**config.mk**
```make
export PLATFORM = sky130hd
export DESIGN_NAME = mvdr_csr
export DESIGN_NICKNAME = d
export VERILOG_FILES = /design/src/hdl/mvdr_pkg.sv /design/src/hdl/mvdr_csr.sv
export SDC_FILE = /design/constraint.sdc
export NUM_CORES = 1
export LEC_CHECK = 0
export ABC_AREA = 1
export BUFFER_PORTS_ARGS = -buffer_cell sky130_fd_sc_hd__buf_4
export CAP_MARGIN = 20
export CORE_MARGIN = 3
export CORE_UTILIZATION = 36
export CTS_BUF_LIST = sky130_fd_sc_hd__clkbuf_8
export DETAILED_ROUTE_END_ITERATION = 8
export PLACE_DENSITY = 0.91
export SLEW_MARGIN = 10
export SYNTH_ARGS = -nofsm -noshare
export SYNTH_HDL_FRONTEND = slang
export SYNTH_SLANG_ARGS = --single-unit
```
**constraint.sdc**
```tcl
create_clock -name clock -period 0.96 [get_ports clock]
set_clock_uncertainty 0.05 [all_clocks]
set_input_delay 0 -clock clock [delete_from_list [all_inputs] [get_ports clock]]
set_output_delay 0 -clock clock [all_outputs]
set_load 0.05 [all_outputs]
```
**src/hdl/mvdr_pkg.sv**
```systemverilog
// shared types and constants for the mesh vertex delete and remap block
// no dependencies

package mvdr_pkg;

   // default sizes of the vertex and triangle spaces
   localparam int MAX_VERTS_DEF = 4096;
   localparam int MAX_TRIS_DEF  = 65536;

   // field widths
   localparam int CMD_W = 3;
   localparam int IDX_W = 13;
   localparam int ST_W  = 2;
   localparam int OUT_W = 17;

   // configuration port
   localparam int CSR_AW = 3;
   localparam int CSR_DW = 32;
   localparam logic CSR_VERTEX_COUNT = 1'b0;

   typedef enum logic [CMD_W-1:0] {
      CMD_START    = 3'd0,
      CMD_DELETE   = 3'd1,
      CMD_RENUMBER = 3'd2,
      CMD_TRIANGLE = 3'd3,
      CMD_LOOKUP   = 3'd4
   } cmd_type;

   typedef enum logic [ST_W-1:0] {
      ST_OK    = 2'd0,
      ST_RANGE = 2'd1,
      ST_ORDER = 2'd2
   } status_type;

   typedef enum logic {
      PH_MARK  = 1'b0,
      PH_REMAP = 1'b1
   } phase_type;

   typedef enum logic [2:0] {
      S_CLEAR,
      S_IDLE,
      S_RENUM,
      S_TRI_B,
      S_TRI_C,
      S_TRI_D,
      S_LOOK
   } state_type;

endpackage

```
**src/hdl/mvdr_csr.sv**
```systemverilog
// apb-style register file holding the vertex count
// depends on mvdr_pkg

module mvdr_csr (
   input  logic                                clock,
   input  logic                                reset,
   input  logic                                csr_psel,
   input  logic                                csr_penable,
   input  logic                                csr_pwrite,
   input  logic [mvdr_pkg::CSR_AW-1:0]         csr_paddr,
   input  logic [mvdr_pkg::CSR_DW-1:0]         csr_pwdata,
   output logic [mvdr_pkg::CSR_DW-1:0]         csr_prdata,
   output logic                                csr_pready,
   output logic [mvdr_pkg::IDX_W-1:0]          vertex_count
);

   logic [mvdr_pkg::IDX_W-1:0] vcount_ff;
   logic [mvdr_pkg::IDX_W-1:0] vcount_in;
   logic                       wr_hit;

   // register index is the word address
   assign wr_hit = csr_psel && csr_penable && csr_pwrite && csr_pready
                   && (csr_paddr[2] == mvdr_pkg::CSR_VERTEX_COUNT);

   always_comb begin
      vcount_in = vcount_ff;
      if (wr_hit) begin
         vcount_in = csr_pwdata[mvdr_pkg::IDX_W-1:0];
      end
   end

   always_ff @(posedge clock) begin
      if (reset) begin
         vcount_ff <= '0;
      end else begin
         vcount_ff <= vcount_in;
      end
   end

   always_comb begin
      csr_prdata = '0;
      if (csr_paddr[2] == mvdr_pkg::CSR_VERTEX_COUNT) begin
         csr_prdata = mvdr_pkg::CSR_DW'(vcount_ff);
      end
   end

   assign csr_pready   = 1'b1;
   assign vertex_count = vcount_ff;

endmodule

```
==> impl_metrics.yaml, run 1 <==
synthesis:
  ys_seq_area_share_pct: 30.91
  ys_ff_latch: 13
  yosysUniqueCellTypes: 12
  yosys_warnings: 0
  syn_area_um2: 842.1
  avgSynthCellArea_um2: 6.058
  synth_cells: 139
routing:
  drtAntennaViolNets: 0
  drt-initial-drc-count: 7
  firstDrtPassIters: 5
  wl_mm: 2.030
  wl_per_cell_um: 9.531
  vias: 862
  route.detailed.drc: 0
  via_per_inst: 4.047
placed_design:
  dp_cells: 207
  gp_congestion: 0.6591
  place_ws_ns: 0.04757
  io_buffers: 44
  post-dp-hpwl_mm: 1.645
power:
  pwr_density_cell_mw_per_mm2: 1158
  power_w: 0.001585
  leakage_nw: 0.7032
  ir_drop_mv: 0.8888
global_routing:
  grt_max_degree: 14
  first_global_vias: 686
  grt_usage_pct: 13.82
  grt-ovfl-total: 0
  grt_pass1_wl_mm: 2.911
  antenna_found_initial: 0
clock_tree:
  tritoncts_num_sinks: 13
  htree_num_levels: 1
  clkTransAtPathRegs_ns: 0.05
  numCtsBuffers: 3
  insertion_delay_ns: 0.24
  max-clock-path-buffers: 2
  cts_tree: "done"
  cts-root-buf: "clkbuf_8"
cells_and_area:
  post_route_cells_drive_above_1_share_pct: 46.24
  syn2layout_area_growth_pct: 62.56
  diodes: 0
  nNetsFinal: 227
  final_cells: 213
  fill_cells: 186
  largest_reg_flops: 13
job:
  max_cap_violations: 0
floorplan:
  chipWidth_um: 54.37
  dieArea_mm2: 0.002956
  die_height_um: 54.37
  initial_core_util_pct: 40.44
  rows: 16
  core_mm2: 0.002082
  pin_count: 86
run_status:
  outcome: "finished, final reports clean"
timing:
  fin_crit_sh_pct: 96.34
  layout_setup_ws_ns: 0.03510
  maxSlewViolCount: 0
  worst_hold_slack_ns: 0.02418
  max_freq_mhz: 1081
  rsz0062_at_grt: "yes"
  setup_viol: 0
  hold_viol: 0
  fin_tns_setup_ns: 0
  min_period_ns: 0.9249
worst_hold_path:
  holdPathEnd: "vertex_count[4]"
  hold_depth: 5
  hp-start: "csr_pwdata[4]"
  hold_class: "in2reg"
setup_path:
  cp-end-kind: "output pin"
  cp_data_arrival_time_ns: 0.87
  cp_slowest_stage_delay_ns: 0.34
  path_max_fanout: 3
  crit_path_cell_trace: "inv_1 > nor2_4 > buf_6"
  reg2reg_from: "vertex_count[5]"
  crit_path_start_kind: "flip-flop"
  path_class: "reg2out"
  slowest_stage: "dfxtp_2"
  r2r_cells: 3
  cp.required_ns: 0.91
  r2r_end: "vertex_count[5]"
  r2r_slack_ns: 0.18
==> placed cells by master (no fill, tap or decap) <==
master / n
nor2_2: 1
nor2_4: 14
nor2_1: 26
buf_4: 37
nand3_1: 13
clkbuf_8: 3
nand2_1: 15
inv_1: 26
inv_2: 5
buf_6: 8
buf_8: 5
conb_1: 20
dfxtp_2: 13
==> area by class of cell <==
class	count	area, µm²	share of cell area, %
multi-input cells	89	457.9	33.46
repair buffers	50	442.9	32.36
well taps	27	33.78	2.468
flip-flops and latches	13	276.5	20.20
inverters	30	112.6	8.227
clock inverters	1	3.754	0.2742
clock buffers	3	41.29	3.016
==> metal layers <==
metal / part of all wire, % / global-route usage [%] / wire length (µm)
met3: 8.1 / 4.905 / 164
met4: 0.099 / 2.490 / 2
met2: 55 / 25.50 / 1125
met5: 0 / 0 / 0
met1: 36 / 15.16 / 737
==> synthesized netlist by cell type <==
cell type  number  area (µm²)
buf_4          21       157.7
nor2_4          1       11.26
conb_1          2       7.510
nand3_1        13       65.06
nor2_2          1       6.260
nor2_1         39       146.4
inv_1          29       108.9
nand2_1        15       56.30
buf_1           1       3.750
buf_2           3       15.01
dfxtp_1        13       260.3
inv_2           1       3.750
==> kinds of logic (layout without fill, tap and decap cells) <==
family	after synthesis	after routing	synth area share, %
simple gates	69	69	33.88
buf+inv	55	84	34.32
flops	13	13	30.91
other cells	2	20	0.8919
==> power breakdown <==
part           leakage, nW  switching (W)  internal (W)  total (W)
clock               0.0269       0.000179      0.000281   0.000460
sequential           0.112      0.0000140      0.000563   0.000577
combinational        0.565       0.000402      0.000145   0.000548
==> critical path: cells and delay by family, from the launching register on <==
kind / cells / cell delay, ns
flip-flops: 1 / 0.34
buffers and inverters: 2 / 0.23
AND/OR/NAND/NOR: 1 / 0.08
==> per-stage QoR <==
stage | cell area (µm²) | util, %
after global placement | 1241 | 59.62
after global routing | 1369 | 65.75
final | 1369 | 65.75
after detailed placement | 1241 | 59.62
after CTS | 1294 | 62.14
after floorplan | 1023 | -
==> worst max path at each step <==
| stage | start | end |
|---|---|---|
| floorplan | vertex_count[0] | csr_prdata[0] |
| global placement | csr_pwrite | vertex_count[12] |
| detailed placement | csr_pwrite | vertex_count[5] |
| CTS | vertex_count[10] | csr_prdata[10] |
| global route | vertex_count[7] | csr_prdata[7] |
| finish | vertex_count[7] | csr_prdata[7] |
==> repair_timing <==
| action | CTS | global route |
|---|---|---|
| hold buffers | 0 | 0 |
| pin swaps | 0 | 1 |
| setup buffers | 0 | 2 |
| setup endpoints to repair | 2 | 13 |
| gates resized for setup | 2 | 20 |
Note: power is estimated with default switching activity, not from simulation.
==> inputs of run 2 (changes only) <==
==> constraint.sdc (replaced) <==
create_clock -name clock -period 0.9 [get_ports clock]
set_clock_uncertainty 0.05 [all_clocks]
set_input_delay 0 -clock clock [delete_from_list [all_inputs] [get_ports clock]]
set_output_delay 0 -clock clock [all_outputs]
set_load 0.05 [all_outputs]
==> run 2 against run 1 <==
The flow now finishes with violations (negative setup slack). Critical path depth did not move. Critical endpoint is now csr_prdata[11]. Cell area rose by 1.7%. Clock power is 7.0% higher. Combinational power increased by 5.8%. Setup slack worse by 0.055 ns.
==> impl_metrics.yaml, run 2 (synthesis gave the netlist of run 1 again) <==
clock_tree:
  clkTransAtPathRegs_ns: 0.06
  tritoncts_num_sinks: 13
  cts_hold_buffers: 0
  cts_setup_buffers: 0
  cts_tree: "done"
  numCtsBuffers: 3
  max-clock-path-buffers: 2
  cts-root-buf: "clkbuf_8"
  htree_num_levels: 1
  insertion_delay_ns: 0.23
cells_and_area:
  fin_util_pct: 66.89
  final_cell_mix: "buf_4, nor2_1, conb_1"
  syn2layout_area_growth_pct: 65.38
  largest_reg_flops: 13
  nNetsFinal: 224
  post_route_cells_drive_above_1_share_pct: 50.27
  seqCellArea_um2: 309.0
  layout_commonest_cell: "buf_4"
  fill_cells: 187
  multi_input_area_um2: 457.9
  diodes: 0
  fin_area_mm2: 0.001393
power:
  ir_drop_mv: 1.053
  power.internal_w: 0.001024
  pwr_density_cell_mw_per_mm2: 1194
  seqPwrFrac_pct: 35.5
  power_w: 0.001662
  leakage_nw: 0.6971
  power_frac_clock_pct: 29.6
  swShare_pct: 38.37
  power.switching_w: 0.0006379
  comb_power_share_pct: 34.9
setup_path:
  cp-end-kind: "output pin"
  path_class: "reg2out"
  cp_data_arrival_time_ns: 0.87
  r2r_cells: 2
  cp.required_ns: 0.85
  r2r_slack_ns: 0.24
  path_max_fanout: 3
  r2r_end: "vertex_count[5]"
  crit_path_start_kind: "flip-flop"
  reg2reg_from: "vertex_count[5]"
global_routing:
  antenna_found_initial: 0
  grt-ovfl-total: 0
  grt_pass1_wl_mm: 3.042
  grt_max_degree: 14
  first_global_vias: 753
  grt_usage_pct: 13.95
run_status:
  outcome: "finished, violations left"
  failed_checks: "negative setup slack"
timing:
  layout_setup_ws_ns: -0.02017
  setup_viol: 8
  fin_crit_sh_pct: 102.2
  hold_viol: 0
  maxSlewViolCount: 0
  rsz0062_at_grt: "yes"
  max_freq_mhz: 1087
  min_period_ns: 0.9202
routing:
  wl_per_cell_um: 9.290
  route.detailed.drc: 0
  via_per_inst: 3.981
  firstDrtPassIters: 2
  vias: 836
  wl_mm: 1.951
  drtAntennaViolNets: 0
  drt-initial-drc-count: 9
worst_hold_path:
  holdPathEnd: "vertex_count[1]"
  hold_depth: 5
  hold_class: "in2reg"
  hp-start: "csr_pwdata[1]"
floorplan:
  core_mm2: 0.002082
  initial_core_util_pct: 40.44
  pin_count: 86
  rows: 16
  dieArea_mm2: 0.002956
  die_height_um: 54.37
  chipWidth_um: 54.37
placed_design:
  io_buffers: 44
  place_ws_ns: -0.02167
  gp_congestion: 0.7325
  placed_cell_area_mm2: 0.001266
  post-dp-hpwl_mm: 1.602
job:
  max_cap_violations: 0
==> run 2: cell count changes in the layout (fill, tap and decap cells not counted), sizes merged <==
cell  change
buf       -3
==> run 2: worst max-delay path by stage <==
stage,from,endpoint,slack [ns],depth (start not counted)
detailed placement,csr_pwrite,vertex_count[6],-0.02,6
global route,vertex_count[11],csr_prdata[11],-0.05,3
floorplan,vertex_count[0],csr_prdata[0],0.05,2
finish,vertex_count[11],csr_prdata[11],-0.02,3
CTS,vertex_count[8],csr_prdata[8],-0.02,3
global placement,csr_pwrite,vertex_count[12],0.02,6
==> run 2: worst max-delay path, stage by stage, from the launching register on <==
cell	delay, ns
dfxtp_4	0.35
inv_2	0.04
nor2_4	0.10
buf_8	0.15
==> run 2: layout make-up <==
class / count / share of cell area, %
timing repair buffer: 47 / 31.00
sequential: 13 / 22.19
clock inverter: 1 / 0.2695
tap: 27 / 2.426
clock buffer: 3 / 2.965
inverter: 30 / 8.266
multi-input combinational: 89 / 32.88
==> run 2: metrics by stage <==
stage,cells,TNS (ns),hold WS (ns)
3_5_place_dp,206,-0.1098,0.2645
4_1_cts,210,-0.1048,0.02077
5_1_grt,210,-0.4556,0.05198
6_report,210,-0.04939,0.01776
3_3_place_gp,206,0,0.2561
2_1_floorplan,157,0,0.003449
==> run 2: metal layers <==
layer | vias up | GRT usage, % | wire [µm]
met3 | 4 | 1.635 | 130
met1 | 353 | 13.24 | 639
met5 | - | 0 | 0
met2 | 32 | 29.48 | 1137
li1 | 447 | - | -
met4 | 0 | 4.979 | 43
==> run 2: power by group through the flow <==
stage               sequential, W  clock [W]  combinational, W
floorplan                0.000669          0          0.000425
global placement         0.000597          0          0.000559
detailed placement       0.000599          0          0.000566
CTS                      0.000590   0.000505          0.000576
global route             0.000593   0.000534          0.000617
finish                   0.000590   0.000492          0.000580
==> run 2: what timing repair did <==
item                       4_1_cts  5_1_grt
pin swaps                       13        1
gates resized for setup         28        7
cloned                           0        0
setup endpoints to repair       13       13
==> inputs of run 3 (changes only) <==
--- a/config.mk
+++ b/config.mk
@@ -17,3 +17,4 @@
 export SYNTH_ARGS = -nofsm -noshare
 export SYNTH_HDL_FRONTEND = slang
 export SYNTH_SLANG_ARGS = --single-unit
+export TNS_END_PERCENT = 1
==> run 3 against run 2 <==
The flow still finishes with violations (negative setup slack). Clock power is 3% higher. Cell area is 1.1% lower. Largest cell class unchanged. Sequential power is 4.4% higher. Setup slack better by 0.0058 ns.
==> impl_metrics.yaml, run 3 (synthesis gave the netlist of run 1 again) <==
setup_path:
  path_class: "reg2out"
  crit_path_start_kind: "flip-flop"
  cp-end-kind: "output pin"
  path_max_fanout: 3
  cp_data_arrival_time_ns: 0.86
  cp.required_ns: 0.85
routing:
  firstDrtPassIters: 4
  drtAntennaViolNets: 0
  wl_mm: 2.048
  via_per_inst: 4.085
  route.detailed.drc: 0
  wl_per_cell_um: 9.660
  drt-initial-drc-count: 6
  vias: 866
global_routing:
  grt_max_degree: 14
  antenna_found_initial: 0
  grt-ovfl-total: 0
  grt_usage_pct: 14.57
  grt_pass1_wl_mm: 2.918
  first_global_vias: 684
timing:
  fin_crit_sh_pct: 101.6
  min_period_ns: 0.9144
  max_freq_mhz: 1094
  hold_viol: 0
  fin_tns_setup_ns: -0.1135
  layout_setup_ws_ns: -0.01438
  maxSlewViolCount: 0
  setup_viol: 13
  rsz0062_at_grt: "yes"
placed_design:
  post-dp-hpwl_mm: 1.556
  gp_congestion: 0.6721
  io_buffers: 44
clock_tree:
  htree_num_levels: 1
  insertion_delay_ns: 0.24
  clkTransAtPathRegs_ns: 0.05
  cts_tree: "done"
  cts-root-buf: "clkbuf_8"
  tritoncts_num_sinks: 13
  numCtsBuffers: 3
  cts_hold_buffers: 0
  max-clock-path-buffers: 2
floorplan:
  core_mm2: 0.002082
  pin_count: 86
  die_height_um: 54.37
  initial_core_util_pct: 40.44
  dieArea_mm2: 0.002956
  rows: 16
  chipWidth_um: 54.37
cells_and_area:
  layout_commonest_cell: "buf_4"
  largest_reg_flops: 13
  final_cell_mix: "buf_4, nor2_1, conb_1"
  syn2layout_area_growth_pct: 63.60
  nNetsFinal: 226
  multi_input_area_um2: 460.4
  post_route_cells_drive_above_1_share_pct: 51.35
  seqCellArea_um2: 279.0
  fill_cells: 191
  fin_util_pct: 66.17
  diodes: 0
power:
  pwr_density_cell_mw_per_mm2: 1240
  leakage_nw: 0.7048
  ir_drop_mv: 0.9440
run_status:
  failed_checks: "negative setup slack"
  outcome: "finished, violations left"
worst_hold_path:
  hold_class: "in2reg"
job:
  max_cap_violations: 0
run 3: cell count changes in the layout (fill, tap and decap cells not counted):
cell,change
buf_4,+2
dfxtp_2,+12
dfxtp_4,-12
inv_2,+1
inv_4,-1
nor2_1,-1
nor2_2,+1
run 3: final timing paths:
kind	from	cells past startpoint	slack, ns	to
worst max register to register	vertex_count[7]	4	0.02	vertex_count[7]
worst min register to register	vertex_count[2]	2	0.44	vertex_count[2]
worst min-delay path	csr_pwdata[0]	5	0.01	vertex_count[0]
worst max-delay path	vertex_count[7]	3	-0.01	csr_prdata[7]
run 3: metrics by stage:
step                worst slack (ns)  area [µm²]  total power (W)  cells  hold WS (ns)
floorplan                   -0.01527        1026         0.001116    157      0.003449
global placement           -0.002003        1236         0.001182    206        0.2576
detailed placement          -0.02598        1236         0.001188    206        0.2685
CTS                         -0.02371        1349         0.001722    211       0.01222
global route                -0.05534        1378         0.001788    212       0.03439
finish                      -0.01438        1378         0.001708    212       0.01244
run 3: power by group:
part | internal [W] | switching, W
sequential | 0.000599 | 0.0000174
clock | 0.000301 | 0.000204
combinational | 0.000156 | 0.000431
total | 0.00106 | 0.000653
run 3: area by class of cell:
type / instances / share of cell area (%)
Clock buffer: 3 / 2.997
Clock inverter: 1 / 0.2725
Inverter: 30 / 8.174
Multi-Input combinational cell: 89 / 33.42
Sequential cell: 13 / 20.25
Tap cell: 27 / 2.452
Timing Repair Buffer: 49 / 32.43
run 3: worst max-delay path: stages, from the launching register on:
cell and delay (ns):
dfxtp_2 0.34, inv_2 0.05, nor2_4 0.09, buf_8 0.15
run 3: per-layer routing:
metal	track usage, %	vias up	part of all wire (%)	wire [µm]
met1	14.68	371	33	678
met3	6.267	4	11	218
li1	-	448	-	-
met4	6.224	0	1.4	29
met5	0	-	0	0
met2	25.90	43	55	1122
run 3: what timing repair did:
item / in CTS / in global routing
gates cloned: 0 / 0
gates resized for setup: 29 / 6
setup endpoints to repair: 13 / 13
buffers inserted: 1 / 1
hold endpoints to repair: 0 / 0
pin swaps: 1 / 0
